$ cat src/hw/rtl/command_history_ring_assert.svh
// Assertion macros used by the command history ring sequencer (chr_ctrl).
`ifndef COMMAND_HISTORY_RING_ASSERT_SVH
`define COMMAND_HISTORY_RING_ASSERT_SVH

`ifndef SYNTH
// Same-cycle implication, checked out of reset.
`define CHR_ASSERT_IMP(name, clk, rst_n, ante, cons) \
    name: assert property (@(posedge clk) disable iff (!(rst_n)) (ante) |-> (cons)) \
        else $error("command history ring check failed");
// Next-cycle implication, checked out of reset.
`define CHR_ASSERT_NXT(name, clk, rst_n, ante, cons) \
    name: assert property (@(posedge clk) disable iff (!(rst_n)) (ante) |=> (cons)) \
        else $error("command history ring check failed");
`else
`define CHR_ASSERT_IMP(name, clk, rst_n, ante, cons)
`define CHR_ASSERT_NXT(name, clk, rst_n, ante, cons)
`endif

`endif

$ cat src/hw/rtl/chr_pkg.sv
// Shared types, codes and defaults of the command history ring.
`timescale 1ns / 1ps

package chr_pkg;

    localparam int ENTRIES_DEFAULT     = 16;
    localparam int ENTRY_CHARS_DEFAULT = 32;

    // operation codes
    localparam logic [2:0] OP_INSERT   = 3'd0;
    localparam logic [2:0] OP_UP       = 3'd1;
    localparam logic [2:0] OP_DOWN     = 3'd2;
    localparam logic [2:0] OP_HOME     = 3'd3;
    localparam logic [2:0] OP_READ_CUR = 3'd4;
    localparam logic [2:0] OP_READ_AGE = 3'd5;
    localparam logic [2:0] OP_CLEAR    = 3'd6;

    // result status codes
    localparam logic [1:0] ST_OK   = 2'd0;
    localparam logic [1:0] ST_FAIL = 2'd1;
    localparam logic [1:0] ST_DUP  = 2'd2;
    localparam logic [1:0] ST_LONG = 2'd3;

    typedef struct packed {
        logic [2:0] operation;
        logic [7:0] char_in;
        logic       last_char;
        logic [3:0] entry_index;
    } t_in_item;

    typedef struct packed {
        logic [1:0] status;
        logic [7:0] char_out;
        logic       char_valid;
        logic       last_result;
        logic [3:0] stored_count;
        logic [3:0] cursor_position;
    } t_out_item;

endpackage

$ cat src/hw/rtl/chr_ctrl.sv
// Sequencer: ring pointers, browse cursor, insert checks and read streaming.
`timescale 1ns / 1ps
`include "command_history_ring_assert.svh"

module chr_ctrl #(
    parameter int ENTRIES     = 16,
    parameter int ENTRY_CHARS = 32
) (
    input  logic                                    i_clk,
    input  logic                                    i_rst_n,
    input  logic                                    i_in_valid,
    input  chr_pkg::t_in_item                       i_item,
    output logic                                    o_in_stall,
    output logic                                    o_push,
    output chr_pkg::t_out_item                      o_push_item,
    input  logic                                    i_space,
    output logic                                    o_wr_en,
    output logic [$clog2(ENTRIES*ENTRY_CHARS)-1:0]  o_wr_addr,
    output logic [7:0]                              o_wr_data,
    output logic                                    o_rd_en,
    output logic [$clog2(ENTRIES*ENTRY_CHARS)-1:0]  o_rd_addr0,
    output logic [$clog2(ENTRIES*ENTRY_CHARS)-1:0]  o_rd_addr1,
    input  logic [7:0]                              i_rd_data0,
    input  logic [7:0]                              i_rd_data1
);

    import chr_pkg::*;

    localparam int SW  = $clog2(ENTRIES);
    localparam int SW1 = SW + 1;
    localparam int CW  = $clog2(ENTRY_CHARS);
    localparam int AW  = $clog2(ENTRIES * ENTRY_CHARS);
    localparam int AW1 = AW + 1;
    localparam int XW  = ((SW > 4) ? SW : 4) + 1;
    localparam logic [SW-1:0] LAST_SLOT = SW'(ENTRIES - 1);
    localparam logic [CW-1:0] MAX_LEN   = CW'(ENTRY_CHARS - 1);
    localparam logic [CW-1:0] LEN_LIM   = CW'(ENTRY_CHARS - 2);

    typedef enum logic [2:0] {S_IDLE, S_INS, S_TERM, S_RESP, S_RD} t_state;

    t_state          r_state,     n_state;
    logic [SW-1:0]   r_oldest,    n_oldest;
    logic [SW-1:0]   r_next,      n_next;
    logic [SW-1:0]   r_cursor,    n_cursor;
    logic [CW-1:0]   r_ins_len,   n_ins_len;
    logic            r_differs,   n_differs;
    logic            r_too_long,  n_too_long;
    logic [7:0]      r_char,      n_char;
    logic            r_last,      n_last;
    logic [SW-1:0]   r_slot,      n_slot;
    logic [CW-1:0]   r_k,         n_k;
    logic [1:0]      r_status,    n_status;
    logic [AW-1:0]   r_term_addr, n_term_addr;

    logic [SW-1:0]   held_cnt;
    logic [SW-1:0]   newest;
    logic [XW-1:0]   age_full;
    logic            age_go;
    logic [CW-1:0]   new_len;
    logic            dif;
    logic            too_long;
    logic [7:0]      tail_char;
    logic [7:0]      next_char;

    function automatic logic [AW-1:0] addr_of(input logic [SW-1:0] slot,
                                              input logic [CW-1:0] idx);
        logic [AW1-1:0] a;
        a = AW1'(slot) * AW1'(ENTRY_CHARS) + AW1'(idx);
        return AW'(a);
    endfunction

    // index of the look-ahead character, kept inside the slot
    function automatic logic [CW-1:0] idx_after(input logic [CW-1:0] i);
        return (i >= LEN_LIM) ? i : i + 1'b1;
    endfunction

    function automatic logic [SW-1:0] slot_next(input logic [SW-1:0] s);
        return (s == LAST_SLOT) ? '0 : s + 1'b1;
    endfunction

    function automatic logic [SW-1:0] slot_prev(input logic [SW-1:0] s);
        return (s == '0) ? LAST_SLOT : s - 1'b1;
    endfunction

    function automatic logic [SW-1:0] age_slot(input logic [SW-1:0] nxt,
                                               input logic [SW-1:0] age);
        logic [SW1-1:0] t;
        t = SW1'(nxt) + SW1'(ENTRIES) - SW1'(1) - SW1'(age);
        if (t >= SW1'(ENTRIES)) begin
            t = t - SW1'(ENTRIES);
        end
        return SW'(t);
    endfunction

    always_comb begin
        if (r_next >= r_oldest) begin
            held_cnt = r_next - r_oldest;
        end else begin
            held_cnt = SW'(SW1'(r_next) + SW1'(ENTRIES) - SW1'(r_oldest));
        end
    end

    assign newest     = slot_prev(r_next);
    assign o_in_stall = (r_state != S_IDLE);

    always_comb begin
        n_state     = r_state;
        n_oldest    = r_oldest;
        n_next      = r_next;
        n_cursor    = r_cursor;
        n_ins_len   = r_ins_len;
        n_differs   = r_differs;
        n_too_long  = r_too_long;
        n_char      = r_char;
        n_last      = r_last;
        n_slot      = r_slot;
        n_k         = r_k;
        n_status    = r_status;
        n_term_addr = r_term_addr;

        o_wr_en     = 1'b0;
        o_wr_addr   = r_term_addr;
        o_wr_data   = 8'd0;
        o_rd_en     = 1'b0;
        o_rd_addr0  = '0;
        o_rd_addr1  = '0;
        o_push      = 1'b0;
        o_push_item = '{status: r_status, char_out: 8'd0, char_valid: 1'b0,
                        last_result: 1'b1, stored_count: 4'(held_cnt),
                        cursor_position: 4'(r_cursor)};

        age_full  = '0;
        age_go    = 1'b0;
        new_len   = r_ins_len;
        dif       = r_differs;
        too_long  = r_too_long;
        tail_char = 8'd0;
        next_char = 8'd0;

        unique case (r_state)
            S_IDLE: begin
                if (i_in_valid) begin
                    n_char   = i_item.char_in;
                    n_last   = i_item.last_char;
                    n_status = ST_OK;
                    n_state  = S_RESP;
                    unique case (i_item.operation)
                        OP_INSERT: begin
                            // fetch the newest entry at this and the next position
                            o_rd_en    = 1'b1;
                            o_rd_addr0 = addr_of(newest, r_ins_len);
                            o_rd_addr1 = addr_of(newest, idx_after(r_ins_len));
                            n_state    = S_INS;
                        end
                        OP_UP: begin
                            if (r_cursor < held_cnt) begin
                                n_cursor = r_cursor + 1'b1;
                            end else begin
                                n_status = ST_FAIL;
                            end
                        end
                        OP_DOWN: begin
                            if (r_cursor != '0) begin
                                n_cursor = r_cursor - 1'b1;
                            end else begin
                                n_status = ST_FAIL;
                            end
                        end
                        OP_HOME: begin
                            n_cursor = '0;
                        end
                        OP_READ_CUR: begin
                            age_full = XW'(r_cursor) - XW'(1);
                            age_go   = (r_cursor != '0) && (age_full < XW'(held_cnt));
                        end
                        OP_READ_AGE: begin
                            age_full = XW'(i_item.entry_index);
                            age_go   = (age_full < XW'(held_cnt));
                        end
                        OP_CLEAR: begin
                            n_oldest   = '0;
                            n_next     = '0;
                            n_cursor   = '0;
                            n_ins_len  = '0;
                            n_differs  = 1'b0;
                            n_too_long = 1'b0;
                        end
                        default: begin
                            n_status = ST_FAIL;
                        end
                    endcase
                    if (i_item.operation == OP_READ_CUR ||
                        i_item.operation == OP_READ_AGE) begin
                        if (age_go) begin
                            n_slot     = age_slot(r_next, SW'(age_full));
                            n_k        = '0;
                            o_rd_en    = 1'b1;
                            o_rd_addr0 = addr_of(n_slot, '0);
                            o_rd_addr1 = addr_of(n_slot, idx_after('0));
                            n_state    = S_RD;
                        end else begin
                            n_status = ST_FAIL;
                        end
                    end
                end
            end
            S_INS: begin
                n_state = S_RESP;
                if (r_char != 8'd0) begin
                    if (r_ins_len == '0 && !r_too_long) begin
                        dif = (held_cnt == '0);
                    end
                    if (r_ins_len == MAX_LEN) begin
                        too_long = 1'b1;
                    end else begin
                        if (held_cnt != '0 && i_rd_data0 != r_char) begin
                            dif = 1'b1;
                        end
                        o_wr_en   = 1'b1;
                        o_wr_addr = addr_of(r_next, r_ins_len);
                        o_wr_data = r_char;
                        new_len   = r_ins_len + 1'b1;
                    end
                end
                if (!r_last) begin
                    n_ins_len  = new_len;
                    n_differs  = dif;
                    n_too_long = too_long;
                    n_status   = ST_OK;
                end else begin
                    // newest entry's character just past the new command
                    if (new_len == MAX_LEN) begin
                        tail_char = 8'd0;
                    end else if (new_len == r_ins_len) begin
                        tail_char = i_rd_data0;
                    end else begin
                        tail_char = i_rd_data1;
                    end
                    if (too_long) begin
                        n_status = ST_LONG;
                    end else if (new_len == '0) begin
                        n_status = ST_FAIL;
                    end else begin
                        if (held_cnt == '0 || tail_char != 8'd0) begin
                            dif = 1'b1;
                        end
                        if (!dif) begin
                            n_status = ST_DUP;
                        end else begin
                            n_status = ST_OK;
                            n_next   = slot_next(r_next);
                            if (held_cnt == LAST_SLOT) begin
                                n_oldest = slot_next(r_oldest);
                            end
                            // terminate the stored command unless it fills the slot
                            if (new_len != MAX_LEN) begin
                                n_term_addr = addr_of(r_next, new_len);
                                n_state     = S_TERM;
                            end
                        end
                    end
                    n_ins_len  = '0;
                    n_differs  = 1'b0;
                    n_too_long = 1'b0;
                end
            end
            S_TERM: begin
                o_wr_en   = 1'b1;
                o_wr_addr = r_term_addr;
                o_wr_data = 8'd0;
                n_state   = S_RESP;
            end
            S_RESP: begin
                if (i_space) begin
                    o_push  = 1'b1;
                    n_state = S_IDLE;
                end
            end
            S_RD: begin
                next_char = (r_k >= LEN_LIM) ? 8'd0 : i_rd_data1;
                if (i_space) begin
                    o_push = 1'b1;
                    if (i_rd_data0 == 8'd0) begin
                        o_push_item.status = ST_FAIL;
                        n_state            = S_IDLE;
                    end else begin
                        o_push_item.status      = ST_OK;
                        o_push_item.char_out    = i_rd_data0;
                        o_push_item.char_valid  = 1'b1;
                        o_push_item.last_result = (next_char == 8'd0);
                        if (next_char == 8'd0) begin
                            n_state = S_IDLE;
                        end else begin
                            // advance and fetch the following pair
                            n_k        = r_k + 1'b1;
                            o_rd_en    = 1'b1;
                            o_rd_addr0 = addr_of(r_slot, n_k);
                            o_rd_addr1 = addr_of(r_slot, idx_after(n_k));
                        end
                    end
                end
            end
            default: begin
                n_state = S_IDLE;
            end
        endcase
    end

    always_ff @(posedge i_clk) begin
        if (!i_rst_n) begin
            r_state    <= S_IDLE;
            r_oldest   <= '0;
            r_next     <= '0;
            r_cursor   <= '0;
            r_ins_len  <= '0;
            r_differs  <= 1'b0;
            r_too_long <= 1'b0;
        end else begin
            r_state     <= n_state;
            r_oldest    <= n_oldest;
            r_next      <= n_next;
            r_cursor    <= n_cursor;
            r_ins_len   <= n_ins_len;
            r_differs   <= n_differs;
            r_too_long  <= n_too_long;
            r_char      <= n_char;
            r_last      <= n_last;
            r_slot      <= n_slot;
            r_k         <= n_k;
            r_status    <= n_status;
            r_term_addr <= n_term_addr;
        end
    end

    `CHR_ASSERT_IMP(a_cursor_in_range, i_clk, i_rst_n, 1'b1, r_cursor <= held_cnt)
    `CHR_ASSERT_IMP(a_long_at_limit, i_clk, i_rst_n, r_too_long, r_ins_len == MAX_LEN)
    `CHR_ASSERT_IMP(a_char_nonzero, i_clk, i_rst_n, o_push && o_push_item.char_valid, o_push_item.char_out != 8'd0)
    `CHR_ASSERT_NXT(a_busy_after_take, i_clk, i_rst_n, i_in_valid && !o_in_stall, o_in_stall)
    `CHR_ASSERT_IMP(a_no_write_idle, i_clk, i_rst_n, r_state == S_IDLE, !o_wr_en)

endmodule

$ cat config.mk
export PLATFORM = sky130hd
export DESIGN_NAME = chr_ctrl
export DESIGN_NICKNAME = d
export VERILOG_FILES = /design/src/hw/rtl/chr_pkg.sv /design/src/hw/rtl/chr_ctrl.sv
export VERILOG_INCLUDE_DIRS = /design/src /design/src/hw/rtl
export SDC_FILE = /design/constraint.sdc
export NUM_CORES = 1
export LEC_CHECK = 0
export BUFFER_PORTS_ARGS = -buffer_cell sky130_fd_sc_hd__clkbuf_2
export CAP_MARGIN = 10
export CELL_PAD_IN_SITES_DETAIL_PLACEMENT = 0
export CELL_PAD_IN_SITES_GLOBAL_PLACEMENT = 1
export CORE_ASPECT_RATIO = 2
export CORE_MARGIN = 2
export CORE_UTILIZATION = 40
export CTS_BUF_LIST = sky130_fd_sc_hd__clkbuf_2 sky130_fd_sc_hd__clkbuf_4 sky130_fd_sc_hd__clkbuf_8
export CTS_CLUSTER_DIAMETER = 80
export DETAILED_ROUTE_END_ITERATION = 6
export PLACE_DENSITY = 0.85
export SYNTH_ARGS = -nofsm -noshare
export SYNTH_HDL_FRONTEND = slang
export SYNTH_SLANG_ARGS = --single-unit
$ cat constraint.sdc
create_clock -name i_clk -period 9.32 [get_ports i_clk]
set_clock_uncertainty 0.2 [all_clocks]
set_input_delay 0.466 -clock i_clk [delete_from_list [all_inputs] [get_ports i_clk]]
set_output_delay 0.466 -clock i_clk [all_outputs]
set_load 0.05 [all_outputs]
# Word-level counts from Yosys, hierarchy flattened
# Index checks and enable logic that the tools add are counted.
# word_totals
regBits	51
latch_bits	0
mem_bits_rw	0
mem_bits_ro	0
inputBits	36
out_inout_bits	59
n_memories	0
# op_classes
n_addsub	22
n_mul	0
div_mod_pow	0
magnitude_cmp	8
eq_ne	34
shifts	0
n_mux	134
bitwise_logic	2
n_reduce_logical	35
# op_table
cell	n
2-to-1 mux 9 bit	17
2-to-1 mux 4 bit	24
2-to-1 mux 5 bit	14
2-to-1 mux 8 bit	8
adder 9 x 5 -> 9 bit	6
2-to-1 mux 1 bit	37
case mux 9 bit (2 select lines)	2
!= test 2 bit (second input constant)	14
2-to-1 mux 12 bit	2
case mux 4 bit (2 select lines)	3
2-to-1 mux 3 bit	7
greater-or-equal comparator 5 bit (second input constant)	4
case mux 5 bit (2 select lines)	2
zero test 8 bit	2
2-to-1 mux 2 bit	8
AND reduction 8 bit	2
nonzero test 8 bit	2
adder 5 x 1 -> 5 bit (second input constant)	3
case mux 3 bit (5 select lines)	1
AND reduction 7 bit	2
adder 4 x 1 -> 4 bit (second input constant)	3
== test 3 x 2 -> 1 bit (second input constant)	4
== test 3 bit (second input constant)	4
== test 4 bit (second input constant)	3
37 further kinds	61

# Longest topological paths before layout
# Gate-level depths: netlist of the first run.
# depth
depth_word	21
mapped_depth	15

# Worst setup path before layout of the first run
# OpenSTA, ideal clock, no wires.
# synth_path
path_type	flip-flop to output port
from	register r_next[0]
to	output o_rd_addr1[5]
t_arrival_ns	4.644
t_required_ns	8.654
setup_slack_ns	4.010
stages_incl_launch_ff	16
n_path_buf	2
cell_sequence	dfxtp_1 -> inv_1 -> ha_1 -> inv_1 -> fa_1 -> inv_1 -> ha_1 -> o21a_1 -> o21a_1 -> o21ai_0 -> and4b_1 -> clkbuf_1 -> o21ai_0 -> and2_1 -> o21ai_0 -> buf_4
# synth_rtl
element	line	rtl
start: declaration	chr_ctrl.sv:43	logic [SW-1:0] r_next, n_next;
start signal: assignment	chr_ctrl.sv:321	r_next <= n_next;
end: declaration	chr_ctrl.sv:22	output logic [$clog2(ENTRIES*ENTRY_CHARS)-1:0] o_rd_addr1,

# Final worst setup path of the first run
# layout_path
from	register r_next[1]
to	output o_rd_addr0[8]
# layout_via
elab_chain_cells	13
# layout_rtl
element	line	rtl
adder 4 x 5 -> 5 bit	chr_ctrl.sv:88	t = SW1'(nxt) + SW1'(ENTRIES) - SW1'(1) - SW1'(age);
subtractor 5 x 1 -> 5 bit	chr_ctrl.sv:88	
subtractor 5 x 4 -> 5 bit	chr_ctrl.sv:88	
subtractor 4 x 1 -> 4 bit or greater-or-equal comparator 5 bit (tied branches)	chr_ctrl.sv:90, chr_ctrl.sv:89	
2-to-1 mux 4 bit	chr_ctrl.sv:89	if (t >= SW1'(ENTRIES)) begin
2-to-1 mux 4 bit	chr_ctrl.sv:194	if (age_go) begin
2-to-1 mux 4 bit	chr_ctrl.sv:192	if (i_item.operation == OP_READ_CUR ||
2-to-1 mux 4 bit	chr_ctrl.sv:142	if (i_in_valid) begin
2-to-1 mux 4 bit	chr_ctrl.sv:140	unique case (r_state)
2-to-1 mux 9 bit	chr_ctrl.sv:194	
2-to-1 mux 9 bit (*)	chr_ctrl.sv:192	
2-to-1 mux 9 bit (*)	chr_ctrl.sv:142	
case mux 9 bit (2 select lines) (*)	chr_ctrl.sv:140	
end: declaration	chr_ctrl.sv:21	output logic [$clog2(ENTRIES*ENTRY_CHARS)-1:0] o_rd_addr0,
# Mark *: on every way between the ends. The rest lies on a longest branch, timed or not. The select of a mux whose other input is x is not followed.

==> metrics.yaml, run 1 <==
ys_seq_area_share_pct: 31.1
relSlewSlack_pct: 28.5
fillers: 1065
overflow: 0
postCtsResizedCells: 0
pwr-share-comb_pct: 36.8
multi_input_area_um2: 2690
post_cts_buffers: 0
ys_top_cells_by_area: "edfxtp_1 21%, dfxtp_1 10%, ha_1 9.5%"
synthTopCellsByCount: "39 x nand2_1, 35 x o21ai_0, 32 x ha_1"
avgSynthCellArea_um2: 8.69
async_flop_share_pct: 0
leakagePower_uw: 0.00205
start_util_pct: 40.6
die_h_um: 149
finalSetupViolations: 0
crit_end: "o_rd_addr0[8]"
boundaryPins: 95
clock-sinks: 51
holdWs_ns: 0.112
end_kind: "output port"
drc: 0
timing.max_cap.violations: 0
hold_violations: 0
core_um2: 10400
r2r_end: "r_cursor[3]"
p_clk_share_pct: 21.9
port_buffers: 94
yosys_warnings: 0
period_share_pct: 52.4
design_area_um2: 4880
ys.flop_type: "edfxtp_1"
reg2reg_slack_ns: 5.26
hold_buffers: 0
dpl_cell_area_um2: 4790
grt_pass1_wl_mm: 20.8
clk_pin_slew_ns: 0.11
num_antenna_cells: 0
antenna_left: 0
avgViaCountPerCell: 5.76
drtPass1Iterations: 4
max_freq_mhz: 205
numCtsBuffers: 5
rsz0062_at_grt: "false"
hold_class: "in -> reg"
tightest_slew_ns: 1.06
dp_hpwl_mm: 10.7
yosysTopAreaCell: "edfxtp_1"
status: "finished clean"
rows: 53
insertion_delay_ns: 0.32
antenna_found_initial: 0
grt_pass1_vias: 4187
drtIter0Drc: 171
fin_setup_tns_ns: 0
final_core_utilization_pct: 46.9
vdd_drop_max_uv: 67.8
start_kind: "flip-flop"
arrival_ns: 4.22
cp_max_fo: 12
synth_top_area_share_pct: 20.6
vias: 4074
synth_edf_count: 29
root_buffer: "clkbuf_8"
required_ns: 8.65
final_max_slew_viol_count: 0
seq_area_um2: 1310
synth-seq-cells: 51
drive_gt1_share_pct: 22.6
worst_r2r_path_depth: 10
syn_area_um2: 4220
power_uw: 636
grt.total_usage_pct: 23.2
fin_nets: 640
post_drt_wl_per_cell_um: 18.4
rr_startpoint: "r_next[1]"
gp_congestion: 0.931
p_seq_share_pct: 41.3
h-tree-depth: 2
min_period_ns: 4.89
p_per_area_nw_per_um2: 130
dieArea_um2: 11400
worstSetupPathType: "reg -> out"
critPathLaunch: "r_next[1]"
synth.most_common_cell: "nand2_1"
syn_nets: 557
grt_max_degree: 22
switching_share_pct: 41.3
switchingPower_uw: 262
die_width_um: 76.7
wirelength_mm: 13.0
synthDistinctLibCells: 63
synthCells: 486
p_int_uw: 373
cts_buffer_depth: 2
area_growth_pct: 15.6
cts_tree: "yes"
-- worst max-delay path, cell delays in order, from the launching register on --
cell and delay, ns:
dfxtp_1 0.55, ha_1 0.31, a21o_1 0.16, a21o_1 0.18, xnor2_1 0.84, ha_1 0.39
o21ai_0 0.06, and4b_1 0.34, o21ai_0 0.24, and2_1 0.25, o21ai_0 0.24, clkbuf_2 0.33
-- cell usage in the layout, fill, tap and decap left out, types with 9 or more instances in the layout --
cell,n
nand3_1,13
nor3_1,16
nand2_1,39
inv_1,31
dfxtp_1,22
edfxtp_1,29
o21ai_0,35
a21o_1,9
xnor2_1,20
nor4_1,10
mux2_2,9
and2_1,14
ha_1,32
nor2_1,25
clkbuf_2,94
and3_1,16
a21oi_1,31
xor2_1,12
-- registers in the layout, indices dropped and copies added (netlist names), 2 cells and up --
| signal | flops |
|---|---|
| r_char | 8 |
| r_status | 2 |
| r_cursor | 4 |
| r_oldest | 4 |
| r_k | 5 |
| r_next | 4 |
| r_ins_len | 5 |
| r_slot | 4 |
| r_state | 3 |
| r_term_addr | 9 |
-- power by group through the flow --
stage          Sequential [uW]  Clock [uW]  Combinational (uW)
6_report                   263         139                 234
4_1_cts                    262         143                 234
5_1_grt                    265         149                 250
2_1_floorplan              263           0                 168
3_3_place_gp               267           0                 232
3_5_place_dp               268           0                 233
-- final cells by class --
cell class,instances,area share [%]
Inverter,31,2.38
Sequential cell,51,26.9
Multi-Input combinational cell,382,55.1
Timing Repair Buffer,98,10.3
Clock buffer,5,1.41
Tap cell,137,3.51
Clock inverter,3,0.461
-- worst min-delay path by stage --
stage | start | end | slack, ns | cells after the start
2_1_floorplan | r_next[3] | r_term_addr[8] | 0.21 | 0
3_3_place_gp | r_differs | r_differs | 0.25 | 2
3_5_place_dp | r_differs | r_differs | 0.25 | 2
4_1_cts | i_item[5] | r_char[0] | 0.11 | 1
5_1_grt | i_item[5] | r_char[0] | 0.1 | 1
6_report | i_item[5] | r_char[0] | 0.11 | 1
-- per-layer routing --
metal	wire length [um]	track usage (%)	up-vias
met5	0	0	-
met4	1010	18.5	0
met1	4200	20.8	1938
met2	7380	45.7	130
li1	-	-	1950
met3	435	2.78	56
-- logic make-up after synthesis --
| group | after synthesis | synth area share, % |
|---|---|---|
| mux | 15 | 3.82 |
| simple gates | 170 | 21.7 |
| xor+xnor | 33 | 7.02 |
| compound gates | 129 | 20.3 |
| fa+ha+maj | 35 | 10.9 |
| flops | 51 | 31.1 |
| buf+inv | 53 | 5.21 |
-- stage by stage --
step,instances,setup slack (ns)
global route,707,4.07
finish,707,4.43
floorplan,486,4.01
detailed placement,699,4.79
global placement,699,5.00
CTS,707,4.42
Note: power is estimated with default switching activity, not from simulation.
==> run 2: changes to the inputs <==
==> constraint.sdc (replaced) <==
create_clock -name i_clk -period 4.5 [get_ports i_clk]
set_clock_uncertainty 0.2 [all_clocks]
set_input_delay 0.225 -clock i_clk [delete_from_list [all_inputs] [get_ports i_clk]]
set_output_delay 0.225 -clock i_clk [all_outputs]
set_load 0.05 [all_outputs]
==> run 2 against run 1 <==
Against the previous run: clock power rose by 100%; wire length up 1.1%; design area is 2.1% higher; combinational power rose by 110%; utilization is 1.0 points higher; critical path depth rose by 3; critical path type unchanged; largest power group unchanged.
==> metrics.yaml, run 2 (synthesis results as in run 1) <==
dieArea_um2: 11400
fin_nets: 651
worstSetupPathType: "reg -> out"
clk_pin_slew_ns: 0.10
fin_setup_tns_ns: 0
fillers: 1065
max_freq_mhz: 239
largest_register_ff_count: 9
p_clk_share_pct: 21.4
hold_violations: 0
instances_no_fill: 718
switchingPower_uw: 529
boundaryPins: 95
wirelength_mm: 13.2
final_max_slew_viol_count: 0
worst-path-buf-inv: 4
final_cell_mix: "90 x clkbuf_2, 39 x nand2_1, 33 x o21ai_0, 32 x ha_1"
leakagePower_uw: 0.00210
clock-sinks: 51
antenna_left: 0
grt_pass1_vias: 4202
die_h_um: 149
start_util_pct: 40.6
port_buffers: 94
arrival_ns: 3.75
timing.max_cap.violations: 0
num_antenna_cells: 0
h-tree-depth: 2
die_width_um: 76.7
finalSetupViolations: 0
dp_hpwl_mm: 10.5
area_growth_pct: 18.1
p_seq_share_pct: 41.5
overflow: 0
tightest_slew_ns: 0.930
antenna_found_initial: 0
end_kind: "output port"
min_period_ns: 4.18
p_int_uw: 781
cp_slowest_cell: "fa_1"
post_cts_buffers: 0
start_kind: "flip-flop"
power_uw: 1310
cts_buffer_depth: 2
relSlewSlack_pct: 37.5
crit_path_frequent_cell: "inv_1"
cp_max_fo: 8
p_per_area_nw_per_um2: 263
largest_register: "r_term_addr"
numCtsBuffers: 5
vias: 4102
period_share_pct: 92.9
insertion_delay_ns: 0.32
grt.total_usage_pct: 23.3
hold_class: "in -> reg"
mostFrequentLayoutCell: "clkbuf_2"
critPathTopFamily: "adder cells"
drtPass1Iterations: 5
drc: 0
gp_congestion: 0.914
max_stage_delay_ns: 0.48
drive_gt1_share_pct: 22.7
core_um2: 10400
post_drt_wl_per_cell_um: 18.3
post-place-cells: 701
grt_max_degree: 23
required_ns: 4.07
grt_pass1_wl_mm: 21.0
cts_tree: "yes"
rows: 53
cp_cell_sequence: "inv_1 -> ha_1 -> inv_1 -> fa_1 -> inv_1 -> ha_1 -> o21a_1 -> o21a_1 -> o21ai_0 -> and4b_2 -> o21ai_0 -> and2_1 -> o21ai_1 -> buf_2"
vdd_drop_max_uv: 128
avgViaCountPerCell: 5.71
largestRegisters: "r_term_addr (9), r_char (8)"
switching_share_pct: 40.4
root_buffer: "clkbuf_8"
rsz0062_at_grt: "false"
drtIter0Drc: 227
status: "finished clean"
pwr-share-comb_pct: 37.1
==> run 2: changes by cell type in the layout (fill, tap and decap cells not counted), moves of 2 or more <==
| cell | change |
|---|---|
| o21ai_1 | +2 |
| inv_6 | -2 |
| buf_2 | +4 |
| clkbuf_2 | -4 |
| buf_4 | +2 |
| o21ai_0 | -2 |
| dlygate4sd3_1 | +9 |
==> run 2: worst reg2reg max path, delay by kind of cell (launching register included) <==
| kind | cells | cell delay [ns] |
|---|---|---|
| buf+inv | 3 | 0.39 |
| compound gates | 2 | 0.47 |
| xor+xnor | 1 | 0.41 |
| flops | 1 | 0.39 |
| simple gates | 2 | 1.03 |
| fa+ha+maj | 2 | 0.54 |
==> run 2: cell type report <==
class / count / area (um^2) / share of cell area (%)
multi-input cells: 382 / 2690 / 54.0
flip-flops and latches: 51 / 1310 / 26.3
repair buffers: 109 / 606 / 12.1
well taps: 137 / 171 / 3.44
inverters: 31 / 116 / 2.33
clock buffers: 6 / 76.3 / 1.53
clock inverters: 2 / 12.5 / 0.251
==> run 2: through the flow <==
step           cell area [um^2]  worst slack [ns]  util [%]  hold WS (ns)
2_1_floorplan              4220            -0.133         -         0.124
3_3_place_gp               4810             0.745      46.2         0.207
3_5_place_dp               4810             0.600      46.2         0.207
4_1_cts                    4980             0.243      47.9        0.0975
5_1_grt                    4990            0.0127      47.9        0.0874
6_report                   4990             0.321      47.9        0.0854
==> run 2: path summary, 6_finish.rpt <==
check                           startpoint             end  slack [ns]  cells past startpoint
worst min-delay path               i_rst_n     r_oldest[3]        0.09                      3
worst max register to register   r_next[0]  r_term_addr[0]        0.71                     10
worst min register to register   r_differs       r_differs        0.27                      2
worst max-delay path             r_next[0]   o_rd_addr1[5]        0.32                     14
==> run 2: what timing repair did <==
item	CTS	global route
hold buffers	9	0
setup endpoints to repair	0	4
hold endpoints to repair	9	0
resized for setup	0	5
==> run 2: metal layers <==
metal | vias up | global-route usage (%) | wire [um]
met5 | - | 0 | 0
met4 | 0 | 16.0 | 850
met1 | 1937 | 21.6 | 4350
met2 | 139 | 46.5 | 7530
li1 | 1977 | - | -
met3 | 49 | 2.42 | 440
==> run 2: power by group through the flow <==
stage	clock, uW	sequential, uW	combinational, uW
after global placement	0	553	477
after CTS	285	543	488
final	280	544	486
after floorplan	0	545	349
after global routing	303	548	521
after detailed placement	0	554	479
==> run 3: changes to the inputs <==
==> constraint.sdc (replaced) <==
create_clock -name i_clk -period 5.1 [get_ports i_clk]
set_clock_uncertainty 0.2 [all_clocks]
set_input_delay 0.255 -clock i_clk [delete_from_list [all_inputs] [get_ports i_clk]]
set_output_delay 0.255 -clock i_clk [all_outputs]
set_load 0.05 [all_outputs]
==> run 3 against run 2 <==
Against the previous run: die area unchanged; count of clock-buffer cells in the layout decreased by 1; register-to-register slack improved by 0.56 ns; combinational power decreased by 12%; total power decreased by 12%; via count increased by 1.2%; sequential power decreased by 12%; wire length increased by 0.47%; worst setup slack improved by 0.40 ns; flip-flop and latch count unchanged; highest routed layer unchanged.
==> metrics.yaml, run 3 (synthesis results as in run 1) <==
instances_no_fill: 716
rows: 53
area_growth_pct: 17.8
leakagePower_uw: 0.00209
post_drt_wl_per_cell_um: 18.5
seq_area_um2: 1310
start_kind: "flip-flop"
boundaryPins: 95
die_width_um: 76.7
max_stage_delay_ns: 0.48
core_um2: 10400
period_share_pct: 85.8
num_antenna_cells: 0
drive_gt1_share_pct: 22.3
p_per_area_nw_per_um2: 232
holdWs_ns: 0.128
cts_tree: "yes"
required_ns: 4.64
status: "finished clean"
insertion_delay_ns: 0.32
worstSetupPathType: "reg -> out"
power_uw: 1150
largest_register: "r_term_addr"
avgViaCountPerCell: 5.80
finalSetupViolations: 0
dpl_cell_area_um2: 4800
mostFrequentLayoutCell: "clkbuf_2"
overflow: 0
hold_violations: 0
start_util_pct: 40.6
worst-path-buf-inv: 4
clock-sinks: 51
design_area_um2: 4970
wirelength_mm: 13.2
cp_slowest_cell: "dfxtp_1"
cts_buffer_depth: 2
grt_pass1_vias: 4135
antenna_found_initial: 0
arrival_ns: 3.92
largest_register_ff_count: 9
fin_setup_tns_ns: 0
cp_max_fo: 8
final_cell_mix: "94 x clkbuf_2, 39 x nand2_1, 35 x o21ai_0, 32 x ha_1"
hold_buffers: 9
numCtsBuffers: 5
gp_congestion: 0.929
hold_class: "in -> reg"
critPathTopFamily: "adder cells"
drc: 0
grt.total_usage_pct: 23.2
dieArea_um2: 11400
multi_input_area_um2: 2700
vdd_drop_max_uv: 150
min_period_ns: 4.37
largestRegisters: "r_term_addr (9), r_char (8)"
post_cts_buffers: 0
cp_cell_sequence: "inv_1 -> ha_1 -> inv_1 -> fa_1 -> inv_1 -> ha_1 -> o21a_1 -> o21a_1 -> o21ai_0 -> and4b_1 -> o21ai_0 -> and2_1 -> o21ai_0 -> clkbuf_2"
root_buffer: "clkbuf_8"
antenna_left: 0
post-place-cells: 699
die_h_um: 149
grt_pass1_wl_mm: 20.9
h-tree-depth: 2
grt_max_degree: 23
fillers: 1042
end_kind: "output port"
port_buffers: 94
drtIter0Drc: 205
relSlewSlack_pct: 45.9
postCtsResizedCells: 0
fin_nets: 649
tightest_slew_ns: 0.807
vias: 4153
max_freq_mhz: 229
rsz0062_at_grt: "false"
dp_hpwl_mm: 10.5
clk_pin_slew_ns: 0.10
final_max_slew_viol_count: 0
drtPass1Iterations: 4
timing.max_cap.violations: 0
==> run 3: path summary, 6_finish.rpt <==
| path | startpoint | to | slack (ns) | cells after the start |
|---|---|---|---|---|
| hold / removal | i_rst_n | r_oldest[3] | 0.13 | 3 |
| setup / recovery | r_next[0] | o_rd_addr0[5] | 0.73 | 14 |
| setup reg to reg | r_next[0] | r_term_addr[2] | 1.27 | 10 |
| hold reg to reg | r_differs | r_differs | 0.28 | 2 |
==> run 3: report_power, final <==
group	leakage, uW	internal (uW)	total [uW]	switching, uW
registers	0.000449	456	480	23.6
logic	0.00160	129	429	300
clock network	0.0000418	96.1	245	149
total	0.00209	681	1150	472
==> run 3: tightest hold or removal path: stages <==
cell      delay [ns]
clkbuf_2        0.18
nand3_1         0.11
mux2i_1         0.06
==> run 3: area by class of cell <==
type	count	area share [%]
multi-input cells	382	54.2
flip-flops and latches	51	26.4
repair buffers	107	11.9
well taps	137	3.45
inverters	31	2.34
clock buffers	5	1.38
clock inverters	3	0.402
==> run 3: per-stage QoR <==
stage	worst slack, ns	utilization [%]
2_1_floorplan	0.00107	-
3_3_place_gp	1.26	46.1
3_5_place_dp	1.10	46.1
4_1_cts	0.741	47.8
5_1_grt	0.390	47.8
6_report	0.725	47.8
==> run 3: routing by layer <==
| metal | wire (um) | GRT usage (%) |
|---|---|---|
| met1 | 4340 | 21.4 |
| met2 | 7730 | 46.9 |
| met3 | 416 | 2.54 |
| met4 | 746 | 14.8 |
| met5 | 0 | 0 |
